### src/hdl/dtp_pkg.sv
// ----------------------------------------------------------------------------
// dtp_pkg
// Types, colors and the label font for the test-pattern pixel generator.
// ----------------------------------------------------------------------------
`default_nettype none

package dtp_pkg;

  localparam int unsigned CoordW = 10;
  localparam int unsigned ColorW = 16;

  localparam logic [ColorW-1:0] ColorBlack = 16'h0000;
  localparam logic [ColorW-1:0] ColorRed   = 16'hF800;
  localparam logic [ColorW-1:0] ColorGreen = 16'h07E0;
  localparam logic [ColorW-1:0] ColorBlue  = 16'h001F;
  localparam logic [ColorW-1:0] ColorWhite = 16'hFFFF;

  localparam int unsigned LabelX0    = 126;
  localparam int unsigned LabelY0    = 41;
  localparam int unsigned LabelRows  = 7;
  localparam int unsigned LabelCols  = 5;
  localparam int unsigned LabelPitch = 6;
  localparam int unsigned LabelLen   = 18;
  localparam int unsigned LabelSpan  = LabelLen * LabelPitch;

  localparam int unsigned BandRedRow   = 90;
  localparam int unsigned BandGreenRow = 180;
  localparam int unsigned BandBlueRow  = 270;

  localparam int unsigned RelW  = $clog2(LabelSpan);
  localparam int unsigned CellW = $clog2(LabelLen);
  localparam int unsigned ColW  = $clog2(LabelPitch);
  localparam int unsigned RowW  = $clog2(LabelRows);

  // floor(rel / 6) as (rel * 43) >> 8, exact for rel below the label span
  localparam int unsigned DivMul   = 43;
  localparam int unsigned DivShift = 8;
  localparam int unsigned ProdW    = RelW + 6;

  typedef enum logic [1:0] {
    BAND_BLACK,
    BAND_RED,
    BAND_GREEN,
    BAND_BLUE
  } band_e;

  // position of a pixel inside the label grid
  typedef struct packed {
    logic             hit_ok;
    logic [CellW-1:0] char_idx;
    logic [ColW-1:0]  col;
    logic [RowW-1:0]  row;
  } label_pos_t;

  // glyph rows, row 0 in the top bits of each entry; bit 4 of a row is leftmost
  localparam logic [LabelRows*LabelCols-1:0] Glyphs [LabelLen] = '{
    35'h7E10F421F,  // 1F 10 10 1E 10 10 1F
    35'h3E107043E,  // 0F 10 10 0E 01 01 1E
    35'h7A31F4210,  // 1E 11 11 1E 10 10 10
    35'h0000F8000,  // 00 00 00 1F 00 00 00
    35'h46318C544,  // 11 11 11 11 11 0A 04
    35'h000E8C62E,  // 00 00 0E 11 11 11 0E
    35'h3A308422E,  // 0E 11 10 10 10 11 0E
    35'h000E0BE2F,  // 00 00 0E 01 0F 11 0F
    35'h109F210A2,  // 04 04 1F 04 04 05 02
    35'h000000000,
    35'h42108421F,  // 10 10 10 10 10 10 1F
    35'h3A308422E,  // 0E 11 10 10 10 11 0E
    35'h7A318C63E,  // 1E 11 11 11 11 11 1E
    35'h000000000,
    35'h7C8421084,  // 1F 04 04 04 04 04 04
    35'h7E10F421F,  // 1F 10 10 1E 10 10 1F
    35'h3E107043E,  // 0F 10 10 0E 01 01 1E
    35'h7C8421084   // 1F 04 04 04 04 04 04
  };

  function automatic logic [LabelCols-1:0] glyph_row(logic [CellW-1:0] char_idx,
                                                     logic [RowW-1:0]  row);
    logic [LabelRows*LabelCols-1:0] bits;
    logic [LabelCols-1:0]           res;
    res = '0;
    if (char_idx < CellW'(LabelLen) && row < RowW'(LabelRows)) begin
      bits = Glyphs[char_idx];
      res  = bits[(LabelRows - 1 - row) * LabelCols +: LabelCols];
    end
    return res;
  endfunction

  function automatic logic [ColorW-1:0] band_color(band_e band);
    logic [ColorW-1:0] c;
    case (band)
      BAND_BLACK: c = ColorBlack;
      BAND_RED:   c = ColorRed;
      BAND_GREEN: c = ColorGreen;
      BAND_BLUE:  c = ColorBlue;
      default:    c = ColorBlack;
    endcase
    return c;
  endfunction

endpackage

`default_nettype wire

### src/hdl/dtp_if.sv
// ----------------------------------------------------------------------------
// dtp channel interfaces
// Valid/ready channels for pixel coordinates and pixel colors.
// ----------------------------------------------------------------------------
`default_nettype none

interface dtp_coord_if;
  logic       valid;
  logic       ready;
  logic [9:0] pixel_x;
  logic [9:0] pixel_y;

  modport source (output valid, output pixel_x, output pixel_y, input ready);
  modport sink   (input valid, input pixel_x, input pixel_y, output ready);
endinterface

interface dtp_color_if;
  logic        valid;
  logic        ready;
  logic [15:0] pixel_color;

  modport source (output valid, output pixel_color, input ready);
  modport sink   (input valid, input pixel_color, output ready);
endinterface

`default_nettype wire

### src/hdl/dtp_label_lookup.sv
// ----------------------------------------------------------------------------
// dtp_label_lookup
// Font lookup: tells whether a label grid position is a lit glyph pixel.
// ----------------------------------------------------------------------------
`default_nettype none

module dtp_label_lookup import dtp_pkg::*; (
  input  label_pos_t pos_i,
  output logic       lit_o
);

  logic [LabelCols-1:0] row_bits;

  assign row_bits = glyph_row(pos_i.char_idx, pos_i.row);

  // sixth column of each cell is the gap between characters
  always_comb begin
    lit_o = 1'b0;
    if (pos_i.hit_ok && pos_i.col < ColW'(LabelCols)) begin
      lit_o = row_bits[ColW'(LabelCols - 1) - pos_i.col];
    end
  end

endmodule

`default_nettype wire

### src/hdl/display_test_pattern_pixel.sv
// ----------------------------------------------------------------------------
// display_test_pattern_pixel
// RGB565 test-pattern color for one pixel: white frame, white text label,
// four horizontal color bands.
// ----------------------------------------------------------------------------
//  port      dir  handshake      payload
//  coord_i   in   valid/ready    pixel_x[9:0], pixel_y[9:0]
//  color_o   out  valid/ready    pixel_color[15:0]
//
//  three register stages: window/band decode, cell/column split, color
//  one request enters and one leaves every cycle while the output is not
//  stalled; a stage moves on when it is empty or the stage after it moves
//  on, so a stalled output holds the pipeline in place with nothing dropped
//  reset clears only the stage valid bits
// ----------------------------------------------------------------------------
`default_nettype none

module display_test_pattern_pixel import dtp_pkg::*; #(
  parameter int unsigned SCREEN_WIDTH  = 360,
  parameter int unsigned SCREEN_HEIGHT = 360
) (
  input  wire           clk_i,
  input  wire           rst_ni,
  dtp_coord_if.sink     coord_i,
  dtp_color_if.source   color_o
);

  localparam logic [CoordW-1:0] LastX = CoordW'(SCREEN_WIDTH - 1);
  localparam logic [CoordW-1:0] LastY = CoordW'(SCREEN_HEIGHT - 1);

  logic adv_a, adv_b, adv_c;
  logic va_q, vb_q, vc_q;

  // stage a
  logic             a_frame_q, a_win_q;
  logic [RelW-1:0]  a_rel_q;
  logic [RowW-1:0]  a_row_q;
  band_e            a_band_q;
  logic             a_frame_d, a_win_d;
  logic [CoordW-1:0] x_off;
  band_e            a_band_d;

  // stage b
  logic             b_frame_q;
  band_e            b_band_q;
  label_pos_t       b_pos_q, b_pos_d;
  logic [ProdW-1:0] b_prod;
  logic [ColW+CellW-1:0] b_cell6;

  // stage c
  logic [ColorW-1:0] color_q, color_d;
  logic              lit;

  assign adv_c = !vc_q || color_o.ready;
  assign adv_b = !vb_q || adv_c;
  assign adv_a = !va_q || adv_b;
  assign coord_i.ready = adv_a;

  always_ff @(posedge clk_i or negedge rst_ni) begin
    if (!rst_ni) begin
      va_q <= 1'b0;
      vb_q <= 1'b0;
      vc_q <= 1'b0;
    end else begin
      if (adv_a) va_q <= coord_i.valid;
      if (adv_b) vb_q <= va_q;
      if (adv_c) vc_q <= vb_q;
    end
  end

  // stage a: frame, label window and band
  assign x_off = coord_i.pixel_x - CoordW'(LabelX0);

  always_comb begin
    a_frame_d = coord_i.pixel_x == '0 || coord_i.pixel_y == '0 ||
                coord_i.pixel_x == LastX || coord_i.pixel_y == LastY;
    a_win_d   = coord_i.pixel_x >= CoordW'(LabelX0) &&
                coord_i.pixel_x <  CoordW'(LabelX0 + LabelSpan) &&
                coord_i.pixel_y >= CoordW'(LabelY0) &&
                coord_i.pixel_y <  CoordW'(LabelY0 + LabelRows);
    if (coord_i.pixel_y < CoordW'(BandRedRow)) begin
      a_band_d = BAND_BLACK;
    end else if (coord_i.pixel_y < CoordW'(BandGreenRow)) begin
      a_band_d = BAND_RED;
    end else if (coord_i.pixel_y < CoordW'(BandBlueRow)) begin
      a_band_d = BAND_GREEN;
    end else begin
      a_band_d = BAND_BLUE;
    end
  end

  always_ff @(posedge clk_i) begin
    if (adv_a && coord_i.valid) begin
      a_frame_q <= a_frame_d;
      a_win_q   <= a_win_d;
      a_rel_q   <= x_off[RelW-1:0];
      a_row_q   <= RowW'(coord_i.pixel_y - CoordW'(LabelY0));
      a_band_q  <= a_band_d;
    end
  end

  // stage b: split offset into character cell and column
  assign b_prod  = ProdW'(a_rel_q) * ProdW'(DivMul);
  assign b_cell6 = (ColW + CellW)'(b_prod[DivShift +: CellW]) * (ColW + CellW)'(LabelPitch);

  always_comb begin
    b_pos_d.hit_ok   = a_win_q;
    b_pos_d.char_idx = b_prod[DivShift +: CellW];
    b_pos_d.col      = ColW'((ColW + CellW)'(a_rel_q) - b_cell6);
    b_pos_d.row      = a_row_q;
  end

  always_ff @(posedge clk_i) begin
    if (adv_b && va_q) begin
      b_frame_q <= a_frame_q;
      b_band_q  <= a_band_q;
      b_pos_q   <= b_pos_d;
    end
  end

  // stage c: font lookup and color select
  dtp_label_lookup u_lookup (
    .pos_i (b_pos_q),
    .lit_o (lit)
  );

  assign color_d = (b_frame_q || lit) ? ColorWhite : band_color(b_band_q);

  always_ff @(posedge clk_i) begin
    if (adv_c && vb_q) begin
      color_q <= color_d;
    end
  end

  assign color_o.valid       = vc_q;
  assign color_o.pixel_color = color_q;

  // assertions
  a_stage_hold: assert property (@(posedge clk_i) disable iff (!rst_ni)
    vb_q && !adv_c |=> vb_q && $stable(b_pos_q) && $stable(b_band_q))
    else $error("stage b changed while stalled");

  a_frame_white: assert property (@(posedge clk_i) disable iff (!rst_ni)
    vb_q && adv_c && b_frame_q |=> vc_q && color_q == ColorWhite)
    else $error("frame pixel not white");

  a_col_range: assert property (@(posedge clk_i) disable iff (!rst_ni)
    vb_q && b_pos_q.hit_ok |-> b_pos_q.col < ColW'(LabelPitch) &&
                               b_pos_q.char_idx < CellW'(LabelLen))
    else $error("label cell split out of range");

endmodule

`default_nettype wire
### src/flat_wrapper.sv
// flat-port wrapper written by rule: the top's interface ports become plain ports
module display_test_pattern_pixel_flat import dtp_pkg::*;
#(
  parameter int unsigned SCREEN_WIDTH  = 360,
  parameter int unsigned SCREEN_HEIGHT = 360
)
  (clk_i, rst_ni, coord_i_valid, coord_i_pixel_x, coord_i_pixel_y, coord_i_ready, color_o_valid, color_o_pixel_color, color_o_ready);
  dtp_coord_if coord_i_i ();
  dtp_color_if color_o_i ();
  input  wire clk_i;
  input  wire rst_ni;
  input wire logic [$bits(coord_i_i.valid)-1:0] coord_i_valid;
  input wire logic [$bits(coord_i_i.pixel_x)-1:0] coord_i_pixel_x;
  input wire logic [$bits(coord_i_i.pixel_y)-1:0] coord_i_pixel_y;
  output wire logic [$bits(coord_i_i.ready)-1:0] coord_i_ready;
  output wire logic [$bits(color_o_i.valid)-1:0] color_o_valid;
  output wire logic [$bits(color_o_i.pixel_color)-1:0] color_o_pixel_color;
  input wire logic [$bits(color_o_i.ready)-1:0] color_o_ready;
  assign coord_i_i.valid = coord_i_valid;
  assign coord_i_i.pixel_x = coord_i_pixel_x;
  assign coord_i_i.pixel_y = coord_i_pixel_y;
  assign coord_i_ready = coord_i_i.ready;
  assign color_o_valid = color_o_i.valid;
  assign color_o_pixel_color = color_o_i.pixel_color;
  assign color_o_i.ready = color_o_ready;
  display_test_pattern_pixel #(.SCREEN_WIDTH(SCREEN_WIDTH), .SCREEN_HEIGHT(SCREEN_HEIGHT)) u_core (.clk_i(clk_i), .rst_ni(rst_ni), .coord_i(coord_i_i), .color_o(color_o_i));
endmodule
### config.mk
export PLATFORM = sky130hd
export DESIGN_NAME = display_test_pattern_pixel_flat
export DESIGN_NICKNAME = d
export VERILOG_FILES = /design/src/hdl/dtp_pkg.sv /design/src/hdl/dtp_if.sv /design/src/hdl/dtp_label_lookup.sv /design/src/hdl/display_test_pattern_pixel.sv /design/src/flat_wrapper.sv
export SDC_FILE = /design/constraint.sdc
export NUM_CORES = 1
export LEC_CHECK = 0
export BUFFER_PORTS_ARGS = -buffer_cell sky130_fd_sc_hd__clkbuf_2
export CORE_ASPECT_RATIO = 1.75
export CORE_UTILIZATION = 30
export DETAILED_ROUTE_END_ITERATION = 6
export HOLD_SLACK_MARGIN = 0.02
export PLACE_DENSITY = 0.45
export SYNTH_ARGS = -nofsm -noshare
export SYNTH_HDL_FRONTEND = slang
export SYNTH_SLANG_ARGS = --single-unit
### constraint.sdc
create_clock -name clk_i -period 11.5 [get_ports clk_i]
set_input_delay 0.575 -clock clk_i [delete_from_list [all_inputs] [get_ports clk_i]]
set_output_delay 0.575 -clock clk_i [all_outputs]
set_load 0.01 [all_outputs]
==> impl_metrics.yaml, run 1 <==
critical_path:
  cp_cell_sequence: "buf_4, ha_1, buf_4, inv_1, ha_1, ha_1, inv_1, fa_1, inv_1, ha_1, or2_1, nor2_1, a221oi_2, a2111oi_2, nor4_1, a32oi_1, nand4_1, o211ai_2"
  r2r_cells: 18
  timing.rr.end: "u_core.color_o.pixel_color[10]"
  cp_max_fo: 42
  r2r_start: "u_core.b_pos_q[0]"
  arrival_ps: 5850
  path_buf_inv: 5
  worstPathRequired_ps: 11520
  crit_slowest_cell: "inv_1"
  cp_top_family: "adder cells"
  crit_top_cell: "ha_1"
  start_kind: "register"
  reg2reg_slack_ps: 5670
  worst_setup_path_end_kind: "register"
  critPathKind: "reg2reg"
  critPathMaxStageDelay_ps: 530
sta:
  setup_tns_ps: 0
  period_share_pct: 50.7
  fin_ws_ps: 5670
  fin_skew_ps: 4.40
  relSlewSlack_pct: 33.3
  timing.fmax_mhz: 172
  grt_setup_unrepaired: "no"
  finalHoldViolations: 0
  layout_min_cycle_time_ps: 5830
  worst_slew_pin_slew_ps: 992
  setup_viol_count_final: 0
  slew_violations: 0
cts:
  cts_tree: "done"
  clock_path_buffers: 2
  hold_buffers: 0
  postCtsResizedCells: 0
  post_cts_buffers: 0
  clock_sinks: 35
  clk_latency_ps: 280
  path_clk_slew_ps: 60
  root_buffer: "clkbuf_16"
  cts_buffers: 5
  h-tree-depth: 2
placed_design:
  dp_hpwl_mm: 15.4
  io_buffers: 41
  routabilityCongestion: 1.02
  dp_slack_ps: 5890
floorplanning:
  die_area_um2: 17500
  coreArea_um2: 16500
  fp.dieH_um: 174
  start_util_pct: 30.9
  io_pins: 42
  row_count: 62
  die_w_um: 101
grt:
  grtUsageTotal_pct: 22.7
  grt_max_degree: 49
  grt_overflow: 0
  antenna_found_initial: 0
  first_global_vias: 5228
  grt_pass1_wl_mm: 29.7
power_and_ir_drop:
  sequentialPowerShare_pct: 17.0
  peakVddDrop_v: 0.0000736
  p_sw_share_pct: 53.0
  p_leak_uw: 0.00223
  pwr-share-clk_pct: 13.7
  comb_power_share_pct: 69.4
  p_int_uw: 544
  power_density_nw_per_um2: 211
  power_switching_uw: 614
hold_path:
  hp-class: "in2async"
logic_synthesis:
  syn_area_um2: 5100
  synth_edf_count: 32
  ys_ff_latch: 35
  ys.warnings.count: 0
  ys_seq_area_share_pct: 20.3
  ys.flop_type: "edfxtp_1"
  synthDistinctLibCells: 90
  synth_cells: 616
  synth_nets: 698
  async_reset_ff_share_pct: 8.57
  avgSynthCellArea_um2: 8.28
drt:
  postRouteWirelength_mm: 19.2
  vias: 5003
  ant_nets: 0
  drc: 0
  via_per_inst: 5.91
  drt_pass1_iterations: 5
  drtIter0Drc: 369
  avgRoutedWirePerCell_um: 22.7
layout:
  post-route-util_pct: 33.3
  area_growth_pct: 7.83
  multi_input_area_um2: 3540
  fillerInstances: 1754
  fin_nets: 703
  drive_gt1_share_pct: 13.8
  diodes: 0
  seq_area_um2: 1040
status:
  outcome: "finished, final reports clean"
job:
  maxCapViolCount: 0
==> Yosys cell counts, types with 15 or more instances <==
cell type  instances  area [um2]
nand2b_1          17         106
a21oi_1           38         190
nor3_1            15        75.1
inv_1             48         180
buf_4             16         120
ha_1              51         638
nor2_1            42         158
edfxtp_1          32         961
nand2_1           37         139
o211ai_1          18         135
o21ai_0           25         125
nand3_1           23         115
clkbuf_1          16        60.1
==> per-stage QoR <==
stage          hold slack (ps)  cells  total power, uW  area (um2)
2_1_floorplan              279    616              750        5100
3_3_place_gp               376    838              991        5320
3_5_place_dp               380    838              977        5320
4_1_cts                   79.4    846             1140        5500
5_1_grt                   82.0    846             1240        5500
6_report                  84.3    846             1160        5500
==> layer usage <==
metal / track usage [%] / vias up / wire length (um)
met5: 0 / - / 0
met4: 19.9 / 0 / 1930
met3: 3.74 / 109 / 958
met2: 42.9 / 245 / 10400
met1: 19.9 / 2336 / 5980
li1: - / 2313 / -
==> cells in the final DEF (no fill, tap or decap), types with 5 or more instances in the layout <==
cell type   n
ha_1       51
o21ai_0    25
nand3_1    23
fa_1        7
xnor2_1    10
nor2b_1     9
nand2b_1   17
clkbuf_16   5
buf_4       9
nor4_1     11
nand4_1    11
mux2i_1    10
o211ai_1   18
a21o_1      6
nor2_1     42
a221oi_1    6
a22oi_1     6
o2111ai_1   6
nor3b_1     5
and2_1      7
a21oi_1    38
a211oi_1    9
o21a_1      5
xor2_1      7
a31oi_1     8
nand2_1    37
inv_1      48
clkbuf_2   41
edfxtp_1   32
nor3_1     15
==> cell type report <==
cell class              count  share of cell area (%)
clock buffers               6                    2.53
clock inverters             2                   0.637
inverters                  51                    3.48
multi-input cells         478                    64.5
flip-flops and latches     35                    18.8
well taps                 224                    5.10
repair buffers             50                    4.96
==> sequential cells by signal (all words and copies together), names as in the netlist <==
signal / count
u_core.a_band_q: 2
u_core.vb_q: 1
u_core.b_pos_q: 12
u_core.color_o.valid: 1
u_core.a_row_q: 3
u_core.a_frame_q: 1
u_core.a_win_q: 1
u_core.b_band_q: 2
u_core.a_rel_q: 7
u_core.b_frame_q: 1
u_core.color_o.pixel_color: 3
u_core.va_q: 1
==> kinds of logic after synthesis <==
kind of cell	count (synthesis)	share of synthesized area, %
buffers and inverters	103	10.2
AO/OA/AOI/OAI	185	26.8
adder cells (fa/ha/maj)	58	15.3
multiplexers	12	2.63
flip-flops	35	20.3
AND/OR/NAND/NOR	205	21.6
XOR/XNOR	18	3.24
==> worst max path at each step <==
stage / cells after the start / slack, ps / from / to
2_1_floorplan: 20 / 7120 / u_core.b_pos_q[1] / u_core.color_o.pixel_color[10]
3_5_place_dp: 18 / 5890 / u_core.b_pos_q[0] / u_core.color_o.pixel_color[10]
4_1_cts: 18 / 5880 / u_core.b_pos_q[0] / u_core.color_o.pixel_color[10]
6_report: 18 / 5670 / u_core.b_pos_q[0] / u_core.color_o.pixel_color[10]
3_3_place_gp: 18 / 5830 / u_core.b_pos_q[0] / u_core.color_o.pixel_color[10]
5_1_grt: 18 / 5420 / u_core.b_pos_q[0] / u_core.color_o.pixel_color[10]
==> power groups by stage <==
stage / Sequential, uW / Clock (uW) / Combinational, uW
6_report: 196 / 158 / 803
5_1_grt: 199 / 167 / 870
4_1_cts: 196 / 163 / 783
3_5_place_dp: 199 / 0 / 779
3_3_place_gp: 198 / 0 / 793
2_1_floorplan: 189 / 0 / 561
No activity file was read; power rests on OpenSTA's default activity.
==> run 2, diff against run 1 <==
--- a/config.mk
+++ b/config.mk
@@ -10,7 +10,7 @@
 export CORE_UTILIZATION = 30
 export DETAILED_ROUTE_END_ITERATION = 6
 export HOLD_SLACK_MARGIN = 0.02
-export PLACE_DENSITY = 0.45
+export PLACE_DENSITY = 0.46
 export SYNTH_ARGS = -nofsm -noshare
 export SYNTH_HDL_FRONTEND = slang
 export SYNTH_SLANG_ARGS = --single-unit
==> constraint.sdc (replaced) <==
create_clock -name clk_i -period 5.2 [get_ports clk_i]
set_input_delay 0.26 -clock clk_i [delete_from_list [all_inputs] [get_ports clk_i]]
set_output_delay 0.26 -clock clk_i [all_outputs]
set_load 0.01 [all_outputs]
==> impl_metrics.yaml, run 2 (synthesized netlist as in run 1, its figures left out) <==
status:
  outcome: "finished, final reports clean"
sta:
  relSlewSlack_pct: 46.8
  finalHoldViolations: 0
  layout_min_cycle_time_ps: 4590
  worst_slew_pin_slew_ps: 788
  setup_viol_count_final: 0
  timing.fmax_mhz: 218
  grt_setup_unrepaired: "no"
  holdWs_ps: 181
  fin_skew_ps: 7.12
  setup_tns_ps: 0
  slew_violations: 0
  period_share_pct: 88.2
critical_path:
  critPathKind: "reg2reg"
  path_buf_inv: 2
  crit_slowest_cell: "o2111ai_1"
  arrival_ps: 4710
  cp_max_fo: 14
  worst_setup_path_end_kind: "register"
  worstPathRequired_ps: 5330
  start_kind: "register"
  critPathMaxStageDelay_ps: 520
  cp_cell_sequence: "ha_1, xnor2_1, ha_1, ha_1, inv_1, fa_1, inv_1, ha_1, and3_4, o21ai_4, nor2_1, a22oi_1, o2111ai_1, nand3_1, a22oi_1, nand4_1, o211ai_2"
  cp_top_family: "adder cells"
  reg2reg_slack_ps: 610
  crit_top_cell: "ha_1"
floorplanning:
  die_w_um: 101
  start_util_pct: 30.9
  io_pins: 42
  coreArea_um2: 16500
  row_count: 62
  die_area_um2: 17500
  fp.dieH_um: 174
layout:
  largestRegisters: "u_core.b_pos_q x12, u_core.a_rel_q x7"
  diodes: 0
  regMostFlops: "u_core.b_pos_q"
  area_growth_pct: 9.79
  mostFrequentLayoutCell: "ha_1"
  largest_reg_flops: 12
  fillerInstances: 1775
  final_cell_mix: "ha_1, inv_1, nor2_1, clkbuf_2, a21oi_1"
  fin_area_um2: 5600
  drive_gt1_share_pct: 15.0
  fin_nets: 714
placed_design:
  routabilityCongestion: 1.07
  dp_hpwl_mm: 15.3
  io_buffers: 41
  dpl_cell_area_um2: 5400
cts:
  clock_sinks: 35
  cts_buffers: 5
  postCtsResizedCells: 0
  cts_tree: "done"
  root_buffer: "clkbuf_16"
  h-tree-depth: 2
  path_clk_slew_ps: 60
  clock_path_buffers: 2
  clk_latency_ps: 280
power_and_ir_drop:
  p_leak_uw: 0.00229
  power_density_nw_per_um2: 472
  peakVddDrop_v: 0.000192
drt:
  via_per_inst: 5.93
  ant_nets: 0
  postRouteWirelength_mm: 19.4
  drtIter0Drc: 235
  drt_pass1_iterations: 5
  avgRoutedWirePerCell_um: 22.6
  drc: 0
  vias: 5082
grt:
  grtUsageTotal_pct: 22.8
  grt_pass1_wl_mm: 29.8
  grt_max_degree: 43
  first_global_vias: 5088
  grt_overflow: 0
  antenna_found_initial: 0
job:
  maxCapViolCount: 0
hold_path:
  hp-class: "in2reg"
## run 2: power breakdown
group	total (uW)	internal, uW	switching (uW)
Combinational	1830	607	1220
Sequential	426	378	47.9
Clock	386	275	112
Total	2640	1260	1380
## run 2: worst reg2reg max path, delay by kind of cell (launching register included)
family	cells	cell delay [ps]
AOI/OAI and AO/OA	5	1200
xor gates and xnor gates	1	250
adders and majority gates	5	1440
buffers and inverters	2	120
DFF	1	440
and+or+nand+nor	4	990
## run 2: worst paths after layout
| check | cells past startpoint | from | end |
|---|---|---|---|
| max | 17 | u_core.b_pos_q[0] | u_core.color_o.pixel_color[10] |
| min | 2 | coord_i_valid | u_core.va_q |
| max reg2reg | 17 | u_core.b_pos_q[0] | u_core.color_o.pixel_color[10] |
| min reg2reg | 0 | u_core.a_win_q | u_core.b_pos_q[11] |
| max in group asynchronous | 2 | rst_ni | u_core.color_o.valid |
| min in group asynchronous | 2 | rst_ni | u_core.va_q |
## run 2: repair_timing
item | 4_1_cts | 5_1_grt
hold endpoints to repair | 3 | 0
setup buffers | 0 | 0
hold buffers | 1 | 0
## run 2: stage by stage
| stage | setup WS [ps] | total power [uW] | std cells | util (%) |
|---|---|---|---|---|
| 3_3_place_gp | 831 | 2230 | 848 | 32.7 |
| 6_report | 613 | 2640 | 857 | 33.9 |
| 2_1_floorplan | 816 | 1660 | 616 | - |
| 3_5_place_dp | 692 | 2200 | 848 | 32.7 |
| 5_1_grt | 335 | 2820 | 857 | 33.9 |
| 4_1_cts | 686 | 2600 | 857 | 33.9 |
## run 2: final cells by class
type / count / area, um2 / share of cell area, %
clock buffer: 6 / 129 / 2.30
clock inverter: 2 / 60.1 / 1.07
inverter: 51 / 191 / 3.42
multi-input combinational: 478 / 3540 / 63.3
sequential: 35 / 1040 / 18.5
tap: 224 / 280 / 5.01
timing repair buffer: 61 / 358 / 6.39
## run 2: metal layers
metal,wire [um],global-route usage (%),up-vias,share of wire (%)
li1,-,-,2330,-
met5,0,0,-,0
met2,10100,41.0,233,52
met4,2050,21.4,0,11
met1,6230,21.3,2417,32
met3,1010,3.54,102,5.2
